===== src/rtl/encs_pkg.sv =====
`timescale 1ns / 1ps

package encs_pkg;

    // Element width (signed, Q16.16 format)
    localparam int VALUE_BITS  = 32;
    // Threshold width (unsigned, one bit narrower than an element)
    localparam int THRESH_BITS = VALUE_BITS - 1;
    // Fixed result widths
    localparam int SHRUNK_BITS = 32;
    localparam int SUM_BITS    = 64;
    // Width of the squared magnitude
    localparam int SQ_BITS     = 2 * VALUE_BITS;

    localparam logic signed [SUM_BITS-1:0] SUM_MAX = {1'b0, {(SUM_BITS-1){1'b1}}};

    // Input transaction
    typedef struct packed {
        logic signed [VALUE_BITS-1:0] value;
        logic                         is_bias;
        logic                         last;
    } item_t;

    // Result transaction
    typedef struct packed {
        logic signed [SHRUNK_BITS-1:0] shrunk;
        logic                          bias_out;
        logic                          done_res;
        logic signed [SUM_BITS-1:0]    conjugate;
        logic                          saturated;
    } result_t;

    // After the shrink stage
    typedef struct packed {
        logic signed [VALUE_BITS-1:0] w;
        logic [VALUE_BITS-1:0]        aw;
        logic                         is_bias;
        logic                         last;
    } shrink_t;

    // After the square stage
    typedef struct packed {
        logic signed [VALUE_BITS-1:0] w;
        logic [SQ_BITS-1:0]           sq;
        logic                         is_bias;
        logic                         last;
    } square_t;

endpackage


===== src/rtl/encs_shrink.sv =====
`timescale 1ns / 1ps

module encs_shrink
(
    input  logic                               clk,
    input  logic                               rst_n,
    input  logic [encs_pkg::THRESH_BITS-1:0]   threshold,
    input  logic                               item_valid,
    output logic                               item_ready,
    input  encs_pkg::item_t                    item,
    output logic                               stage_valid,
    input  logic                               stage_ready,
    output encs_pkg::shrink_t                  stage
);

    localparam int DW = encs_pkg::VALUE_BITS + 1;

    logic                 valid_reg;
    encs_pkg::shrink_t    data_reg;
    encs_pkg::shrink_t    data_next;
    logic signed [DW-1:0] x_ext;
    logic signed [DW-1:0] t_ext;
    logic signed [DW-1:0] d_minus;
    logic signed [DW-1:0] d_plus;
    logic signed [DW-1:0] w_ext;
    logic signed [DW-1:0] w_neg;

    assign item_ready = !valid_reg || stage_ready;

    // Soft threshold: x - t above t, x + t below -t, zero in between
    always_comb
    begin
        x_ext   = DW'(item.value);
        t_ext   = DW'({2'b00, threshold});
        d_minus = x_ext - t_ext;
        d_plus  = x_ext + t_ext;
        if (d_minus > 0)
        begin
            w_ext = d_minus;
        end
        else if (d_plus < 0)
        begin
            w_ext = d_plus;
        end
        else
        begin
            w_ext = '0;
        end
        w_neg             = -w_ext;
        data_next.w       = w_ext[encs_pkg::VALUE_BITS-1:0];
        data_next.aw      = w_ext[DW-1] ? w_neg[encs_pkg::VALUE_BITS-1:0]
                                        : w_ext[encs_pkg::VALUE_BITS-1:0];
        data_next.is_bias = item.is_bias;
        data_next.last    = item.last;
    end

    // Stage valid
    always_ff @(posedge clk or negedge rst_n)
    begin
        if (!rst_n)
        begin
            valid_reg <= 1'b0;
        end
        else if (item_ready)
        begin
            valid_reg <= item_valid;
        end
    end

    // Stage payload
    always_ff @(posedge clk)
    begin
        if (item_valid && item_ready)
        begin
            data_reg <= data_next;
        end
    end

    assign stage_valid = valid_reg;
    assign stage       = data_reg;

endmodule


===== src/rtl/encs_square.sv =====
`timescale 1ns / 1ps

module encs_square
(
    input  logic                clk,
    input  logic                rst_n,
    input  logic                src_valid,
    output logic                src_ready,
    input  encs_pkg::shrink_t   src,
    output logic                dst_valid,
    input  logic                dst_ready,
    output encs_pkg::square_t   dst
);

    logic                valid_reg;
    encs_pkg::square_t   data_reg;
    encs_pkg::square_t   data_next;

    assign src_ready = !valid_reg || dst_ready;

    // Square of the shrunk magnitude
    always_comb
    begin
        data_next.w       = src.w;
        data_next.sq      = encs_pkg::SQ_BITS'(src.aw) * encs_pkg::SQ_BITS'(src.aw);
        data_next.is_bias = src.is_bias;
        data_next.last    = src.last;
    end

    always_ff @(posedge clk or negedge rst_n)
    begin
        if (!rst_n)
        begin
            valid_reg <= 1'b0;
        end
        else if (src_ready)
        begin
            valid_reg <= src_valid;
        end
    end

    always_ff @(posedge clk)
    begin
        if (src_valid && src_ready)
        begin
            data_reg <= data_next;
        end
    end

    assign dst_valid = valid_reg;
    assign dst       = data_reg;

endmodule


===== src/rtl/encs_accum.sv =====
`timescale 1ns / 1ps

module encs_accum
(
    input  logic                clk,
    input  logic                rst_n,
    input  logic                src_valid,
    output logic                src_ready,
    input  encs_pkg::square_t   src,
    output logic                result_valid,
    input  logic                result_ready,
    output encs_pkg::result_t   result
);

    localparam int SW = encs_pkg::SUM_BITS;
    localparam int EW = SW + 1;

    logic                  valid_reg;
    encs_pkg::result_t     result_reg;
    encs_pkg::result_t     result_next;
    logic signed [SW-1:0]  sum_reg;
    logic signed [SW-1:0]  sum_next;
    logic                  sat_reg;
    logic                  sat_next;
    logic                  load;
    logic signed [EW-1:0]  ext;
    logic                  overflow;
    logic signed [SW-1:0]  acc;
    logic                  sat_now;

    assign src_ready = !valid_reg || result_ready;
    assign load      = src_valid && src_ready;

    // Contribution is ceil(w*w/2): half the square, carry in the dropped bit
    always_comb
    begin
        ext = {sum_reg[SW-1], sum_reg}
            + EW'(src.sq[encs_pkg::SQ_BITS-1:1])
            + EW'(src.sq[0]);
        // Contribution is never negative, so only the upper limit is reachable
        overflow = (ext[EW-1] != ext[EW-2]);
        acc      = overflow ? encs_pkg::SUM_MAX : ext[SW-1:0];
        sat_now  = sat_reg || overflow;

        result_next.shrunk    = encs_pkg::SHRUNK_BITS'(src.w);
        result_next.bias_out  = src.is_bias;
        result_next.done_res  = src.last;
        result_next.conjugate = src.last ? acc : '0;
        result_next.saturated = sat_now;

        sum_next = src.last ? '0 : acc;
        sat_next = src.last ? 1'b0 : sat_now;
    end

    // Running sum, saturation flag and output valid
    always_ff @(posedge clk or negedge rst_n)
    begin
        if (!rst_n)
        begin
            valid_reg <= 1'b0;
            sum_reg   <= '0;
            sat_reg   <= 1'b0;
        end
        else
        begin
            if (src_ready)
            begin
                valid_reg <= src_valid;
            end
            if (load)
            begin
                sum_reg <= sum_next;
                sat_reg <= sat_next;
            end
        end
    end

    // Output register
    always_ff @(posedge clk)
    begin
        if (load)
        begin
            result_reg <= result_next;
        end
    end

    assign result_valid = valid_reg;
    assign result       = result_reg;

endmodule


===== src/rtl/elastic_net_conjugate_shrink_unit.sv =====
`timescale 1ns / 1ps

// Elastic-net soft threshold with conjugate accumulation. Each element
// transaction yields one result: the element shrunk toward zero by the
// threshold, plus a running sum of ceil(w*w/2) that is returned as the
// conjugate value (Q32.32, saturating, with a sticky flag) on the element
// marked last, after which the sum restarts. The unit takes one element per
// clock while the output is not stalled; each result passes through three
// register stages (shrink, square multiplier, accumulate/output).
// The threshold register resets to zero and may only be written while no
// transaction is in flight.

module elastic_net_conjugate_shrink_unit
(
    input  logic                               clk,
    input  logic                               rst_n,
    input  logic                               cfg_valid,
    output logic                               cfg_ready,
    input  logic [encs_pkg::THRESH_BITS-1:0]   cfg_data,
    input  logic                               item_valid,
    output logic                               item_ready,
    input  encs_pkg::item_t                    item,
    output logic                               result_valid,
    input  logic                               result_ready,
    output encs_pkg::result_t                  result
);

    logic [encs_pkg::THRESH_BITS-1:0] threshold_reg;
    logic                             shrink_valid;
    logic                             shrink_ready;
    encs_pkg::shrink_t                shrink_data;
    logic                             square_valid;
    logic                             square_ready;
    encs_pkg::square_t                square_data;

    // Threshold register
    assign cfg_ready = 1'b1;

    always_ff @(posedge clk or negedge rst_n)
    begin
        if (!rst_n)
        begin
            threshold_reg <= '0;
        end
        else if (cfg_valid && cfg_ready)
        begin
            threshold_reg <= cfg_data;
        end
    end

    encs_shrink u_shrink
    (
        .clk         (clk),
        .rst_n       (rst_n),
        .threshold   (threshold_reg),
        .item_valid  (item_valid),
        .item_ready  (item_ready),
        .item        (item),
        .stage_valid (shrink_valid),
        .stage_ready (shrink_ready),
        .stage       (shrink_data)
    );

    encs_square u_square
    (
        .clk       (clk),
        .rst_n     (rst_n),
        .src_valid (shrink_valid),
        .src_ready (shrink_ready),
        .src       (shrink_data),
        .dst_valid (square_valid),
        .dst_ready (square_ready),
        .dst       (square_data)
    );

    encs_accum u_accum
    (
        .clk          (clk),
        .rst_n        (rst_n),
        .src_valid    (square_valid),
        .src_ready    (square_ready),
        .src          (square_data),
        .result_valid (result_valid),
        .result_ready (result_ready),
        .result       (result)
    );

endmodule


===== config.mk =====
export PLATFORM = sky130hd
export DESIGN_NAME = elastic_net_conjugate_shrink_unit
export DESIGN_NICKNAME = d
export VERILOG_FILES = /design/src/rtl/encs_pkg.sv /design/src/rtl/encs_shrink.sv /design/src/rtl/encs_square.sv /design/src/rtl/encs_accum.sv /design/src/rtl/elastic_net_conjugate_shrink_unit.sv
export SDC_FILE = /design/constraint.sdc
export NUM_CORES = 2
export LEC_CHECK = 0
export BUFFER_PORTS_ARGS = -buffer_cell sky130_fd_sc_hd__buf_2
export CAP_MARGIN = 20
export CORE_ASPECT_RATIO = 0.8
export CORE_MARGIN = 5
export CORE_UTILIZATION = 35
export CTS_BUF_LIST = sky130_fd_sc_hd__clkbuf_16
export DETAILED_ROUTE_END_ITERATION = 10
export PLACE_DENSITY_LB_ADDON = 0.15
export SETUP_SLACK_MARGIN = 0.1
export SLEW_MARGIN = 20
export SYNTH_ARGS = -nofsm -noshare
export SYNTH_HDL_FRONTEND = slang
export SYNTH_SLANG_ARGS = --single-unit
export TNS_END_PERCENT = 1

===== constraint.sdc =====
create_clock -name clk -period 17.4 [get_ports clk]
set_clock_uncertainty 0.2 [all_clocks]
set_input_delay 1.74 -clock clk [delete_from_list [all_inputs] [get_ports clk]]
set_output_delay 1.74 -clock clk [all_outputs]
set_load 0.005 [all_outputs]

; Word-level counts from Yosys, hierarchy flattened
; Cells that the tools add are included.
[classes]
mux = 6
n_reduce_logical = 10
n_addsub = 5
n_eq_ne = 1
shift = 0
div = 0
mul = 1
order_cmp = 2
bitwise = 0
[op_table]
columns = operator, n
row1 = 64-bit 2-to-1 mux, 2
row2 = 33-bit 2-to-1 mux, 2
row3 = 64-bit by 64-bit adder with 65-bit output, 1
row4 = 65-bit by 1-bit adder with 65-bit output, 1
row5 = 32-bit by 32-bit multiplier with 64-bit output, 1
row6 = 32-bit by 32-bit adder with 33-bit output, 1
row7 = 33-bit by 1-bit greater-than comparator with 1-bit output (second input constant), 1
row8 = 33-bit by 1-bit < comparator with 1-bit output (second input constant), 1
row9 = 32-bit by 32-bit subtractor with 33-bit output, 1
row10 = 32-bit 2-to-1 mux, 1
row11 = 32-bit negator, 1
row12 = 1-bit logical OR, 4
row13 = 1-bit logical AND, 3
row14 = 1-bit zero test, 3
row15 = 1-bit 2-to-1 mux, 1
row16 = 1-bit != test, 1
[word_totals]
latchBits = 0
out_inout_bits = 102
mem_bits_ro = 0
word_cells = 44
in_bits = 70
n_memories = 0
ram_bits = 0
register_bits = 362

; Depth between registers and ports, before layout
[depth]
ltp_word = 6
mapped_depth = 34
depth_no_buf = 32

; By module
; From an unflattened synthesis, not the netlist that was laid out.
[unflattened]
cells_unflattened = 5289
area_unflattened_um2 = 50958.9
[modules_own_cells]
columns = module, area_each_um2, n_inst, cells_per_inst, seq_area_each_um2
row1 = encs_square, 32404.8, 1, 3296, 2937.8
row2 = encs_accum, 9840.7, 1, 995, 4624.4
row3 = encs_shrink, 7543.5, 1, 931, 1976.9
row4 = elastic_net_conjugate_shrink_unit, 1169.9, 1, 67, 775.7

; Least setup slack after synthesis
; Ideal clock, no wire load.
[synth_timing]
kind = register to register
start = reg u_shrink.data_reg, in the netlist u_shrink.stage[4]
end = reg u_square.data_reg, in the netlist u_square.dst[60], data pin
required_ns = 16.939
slack_ns = 9.098
stages_incl_launch_ff = 31
setup_time_ns = 0.261
arrival_time_ns = 7.841
period_less_slack_ns = 8.302
path_buffers = 2
cell_sequence = edfxtp_1 > clkbuf_1 > buf_1 > nand2_1 > fa_1 > inv_1 > fa_1 > inv_1 > fa_1 > fa_1 > inv_1 > fa_1 > inv_1 > fa_1 > inv_1 > fa_1 > fa_1 > ha_1 > a41o_1 > a211oi_1 > o21ai_0 > a211oi_1 > o221ai_1 > a21oi_1 > a311oi_1 > a41o_1 > a21oi_1 > nor2b_1 > a21o_1 > a31o_2 > xor2_1
[synth_rtl]
columns = element, line
row1 = start: declaration, encs_shrink.sv:19  ; encs_pkg::shrink_t data_reg;
row2 = start signal: assignment, encs_shrink.sv:75  ; data_reg <= data_next;
row3 = end signal: assignment, encs_square.sv:46  ; data_reg <= data_next;
row4 = end: declaration, encs_square.sv:16  ; encs_pkg::square_t data_reg;

==> metrics.yaml <==
status:
  status: "complete, no violations"
logic_synthesis:
  avgSynthCellArea_um2: 9.71
  synth_top_area_share_pct: 31.8
  synth-edff-count: 260
  synthArstFlopShare_pct: 27.6
  synth_top_flop_cell: "edfxtp_1"
  syn_nets: 6438
  synth.area.top_cells: "fa_1 (32%), edfxtp_1 (16%), ha_1 (11%)"
  ys_seq_elements: 359
  yosysSeqAreaShare_pct: 20.6
  ys_warn_count: 0
  yosys.area.top_type: "fa_1"
  synth_cells: 5145
  yosysUniqueCellTypes: 109
  syn-cell-area_mm2: 0.0500
run:
  maxCapViolations: 0
die:
  die_w_um: 432
  die_h_um: 348
  dieArea_mm2: 0.150
  io_pins: 172
  rows: 124
  core_mm2: 0.142
  start_util_pct: 35.1
worst_setup_path:
  rr_worst_depth: 27
  path_class: "reg -> reg"
  worstPathRequired_ps: 17510
  crit_end: "u_square.dst[63]$_DFFE_PP_"
  startpoint: "u_shrink.stage[18]$_DFFE_PP_"
  cp.arrival_ps: 9730
  rrSetupSlack_ps: 7790
  path_max_fanout: 26
  r2r_start: "u_shrink.stage[18]$_DFFE_PP_"
  reg2reg_to: "u_square.dst[63]$_DFFE_PP_"
  cp-end-kind: "register"
  start_kind: "register"
drt:
  drtPass1Iterations: 7
  drc: 0
  vias: 35400
  wl_per_cell_um: 20.7
  ant_nets: 0
  routed_wl_um: 148000
  initialDrtViolationCount: 2264
  viasPerCell: 4.96
clock_network:
  cts_tree: "yes"
  post_cts_buffers: 0
  cts_sinks: 359
  postCtsHoldBufs: 0
  cts-htree-levels: 2
  insertion_delay_ps: 600
  cts-root-buf: "clkbuf_16"
  cts_buffers: 38
  cts_resized: 0
  cts.reportedPaths.clkPinSlew_ps: 90
  clock_path_buffers: 3
timing:
  setup_viol: 0
  rsz0062_at_grt: "false"
  worst_pin_slew_ps: 1150
  finalCriticalPeriod_ps: 9610
  slew_viol_final: 0
  final_hold_viol_count: 0
  post-route-period-util_pct: 55.3
  slew_headroom_pct: 22.9
  fin_tns_setup_ps: 0
  max_freq_mhz: 104
  setup_slack_ps: 7790
grt:
  grt_use_total_pct: 19.6
  grt_max_degree: 62
  grt_pass1_wl_um: 229000
  grt_pass1_vias: 37400
  grt-ovfl-total: 0
  antenna_found_initial: 3
cells_and_area:
  final_cell_count_no_fill: 7134
  fin_util_pct: 38.0
  antennaDiodeCount: 0
  syn2layout_area_growth_pct: 8.38
  fillers: 14500
  largest_reg_flops: 99
  drive_above_1_share_pct: 7.25
  final_nets: 6507
hold_path:
  hp-class: "reg -> reg"
placed_design:
  dp.cells: 7064
  pre_cts_slack_ps: 7780
  io_buffers: 170
  hpwl_um: 117000
  place.gp.congestion: 0.882
==> cell usage after synthesis (80+ instances only) <==
cell type / instances
nand2_1: 467
ha_1: 428
fa_1: 795
clkbuf_1: 163
nor2_1: 207
and2_1: 260
xnor2_1: 135
a21oi_1: 209
inv_1: 1059
a21o_1: 89
o21ai_0: 178
dfrtp_1: 99
nor2b_1: 80
edfxtp_1: 260
==> worst max-delay path, stage by stage (launching register included) <==
cell and delay [ps]:
edfxtp_1 320, buf_4 390, clkinv_1 460, nor2_1 460, fa_1 510, fa_1 550, inv_1 50, fa_1 450
fa_1 550, inv_1 60, fa_1 550, fa_1 430, fa_1 510, inv_1 60, fa_1 470, inv_1 40
ha_1 380, and3_1 210, nand2_1 50, o21ai_0 310, nand2_1 130, a21oi_1 520, and3b_1 290, a21oi_1 360
a21oi_1 190, a211oi_1 490, a211oi_1 170, xnor2_1 150
==> stage by stage <==
step / instance area [µm²] / hold slack, ps
2_1_floorplan: 50000 / 200
3_3_place_gp: 52900 / 202
3_5_place_dp: 52900 / 205
4_1_cts: 54200 / 209
5_1_grt: 54200 / 215
6_report: 54200 / 206
==> placed cells by master (no fill, tap or decap), types with 34 or more instances in the layout <==
master,n
o21a_1,35
nand2_1,466
fa_1,795
nor3_1,36
edfxtp_1,260
buf_4,58
dfrtp_1,99
buf_2,169
nor2b_1,80
o21bai_1,36
and2_1,258
nand3_1,53
xnor2_1,135
o21ai_0,178
xor2_1,75
ha_1,427
clkbuf_16,41
inv_1,1063
nor2_1,206
a21o_1,89
nand2b_1,34
a21oi_1,209
==> cells by family after synthesis <==
| family | share of synthesized area, % |
|---|---|
| AND/OR/NAND/NOR | 12.4 |
| adder cells (fa/ha/maj) | 42.6 |
| multiplexers | 0.293 |
| flip-flops | 20.6 |
| AO/OA/AOI/OAI | 10.9 |
| XOR/XNOR | 3.68 |
| other | 0.00750 |
| buffers and inverters | 9.59 |
==> area by class of cell <==
type	count	area (µm²)	share of cell area, %
tap	1890	2360	4.37
timing repair buffer	227	1280	2.37
clock inverter	29	287	0.529
sequential	359	10300	19.0
multi-input combinational	3523	34900	64.5
inverter	1065	4000	7.38
clock buffer	41	1030	1.89
==> metal layers <==
metal	part of all wire (%)	GRT usage, %
met5	0	0
met4	2.1	3.69
met1	48	29.3
met3	5.9	3.54
met2	43	30.1
==> worst min-delay path by stage <==
stage	start	to	slack (ps)	cells past startpoint
3_5_place_dp	u_square.dst[91]$_DFFE_PP_	u_accum.result[92]$_DFFE_PP_	200	0
5_1_grt	u_shrink.stage[39]$_DFFE_PP_	u_square.dst[71]$_DFFE_PP_	210	0
3_3_place_gp	u_shrink.stage[1]$_DFFE_PP_	u_square.dst[1]$_DFFE_PP_	200	0
6_report	u_shrink.stage[62]$_DFFE_PP_	u_square.dst[94]$_DFFE_PP_	210	0
4_1_cts	u_shrink.stage[62]$_DFFE_PP_	u_square.dst[94]$_DFFE_PP_	210	0
2_1_floorplan	u_square.dst[1]$_DFFE_PP_	u_accum.result[66]$_DFFE_PP_	200	0
Power is left out: the tool's default activity adds up to more than one toggle a clock period on the data nets, which glitch-free logic cannot reach.
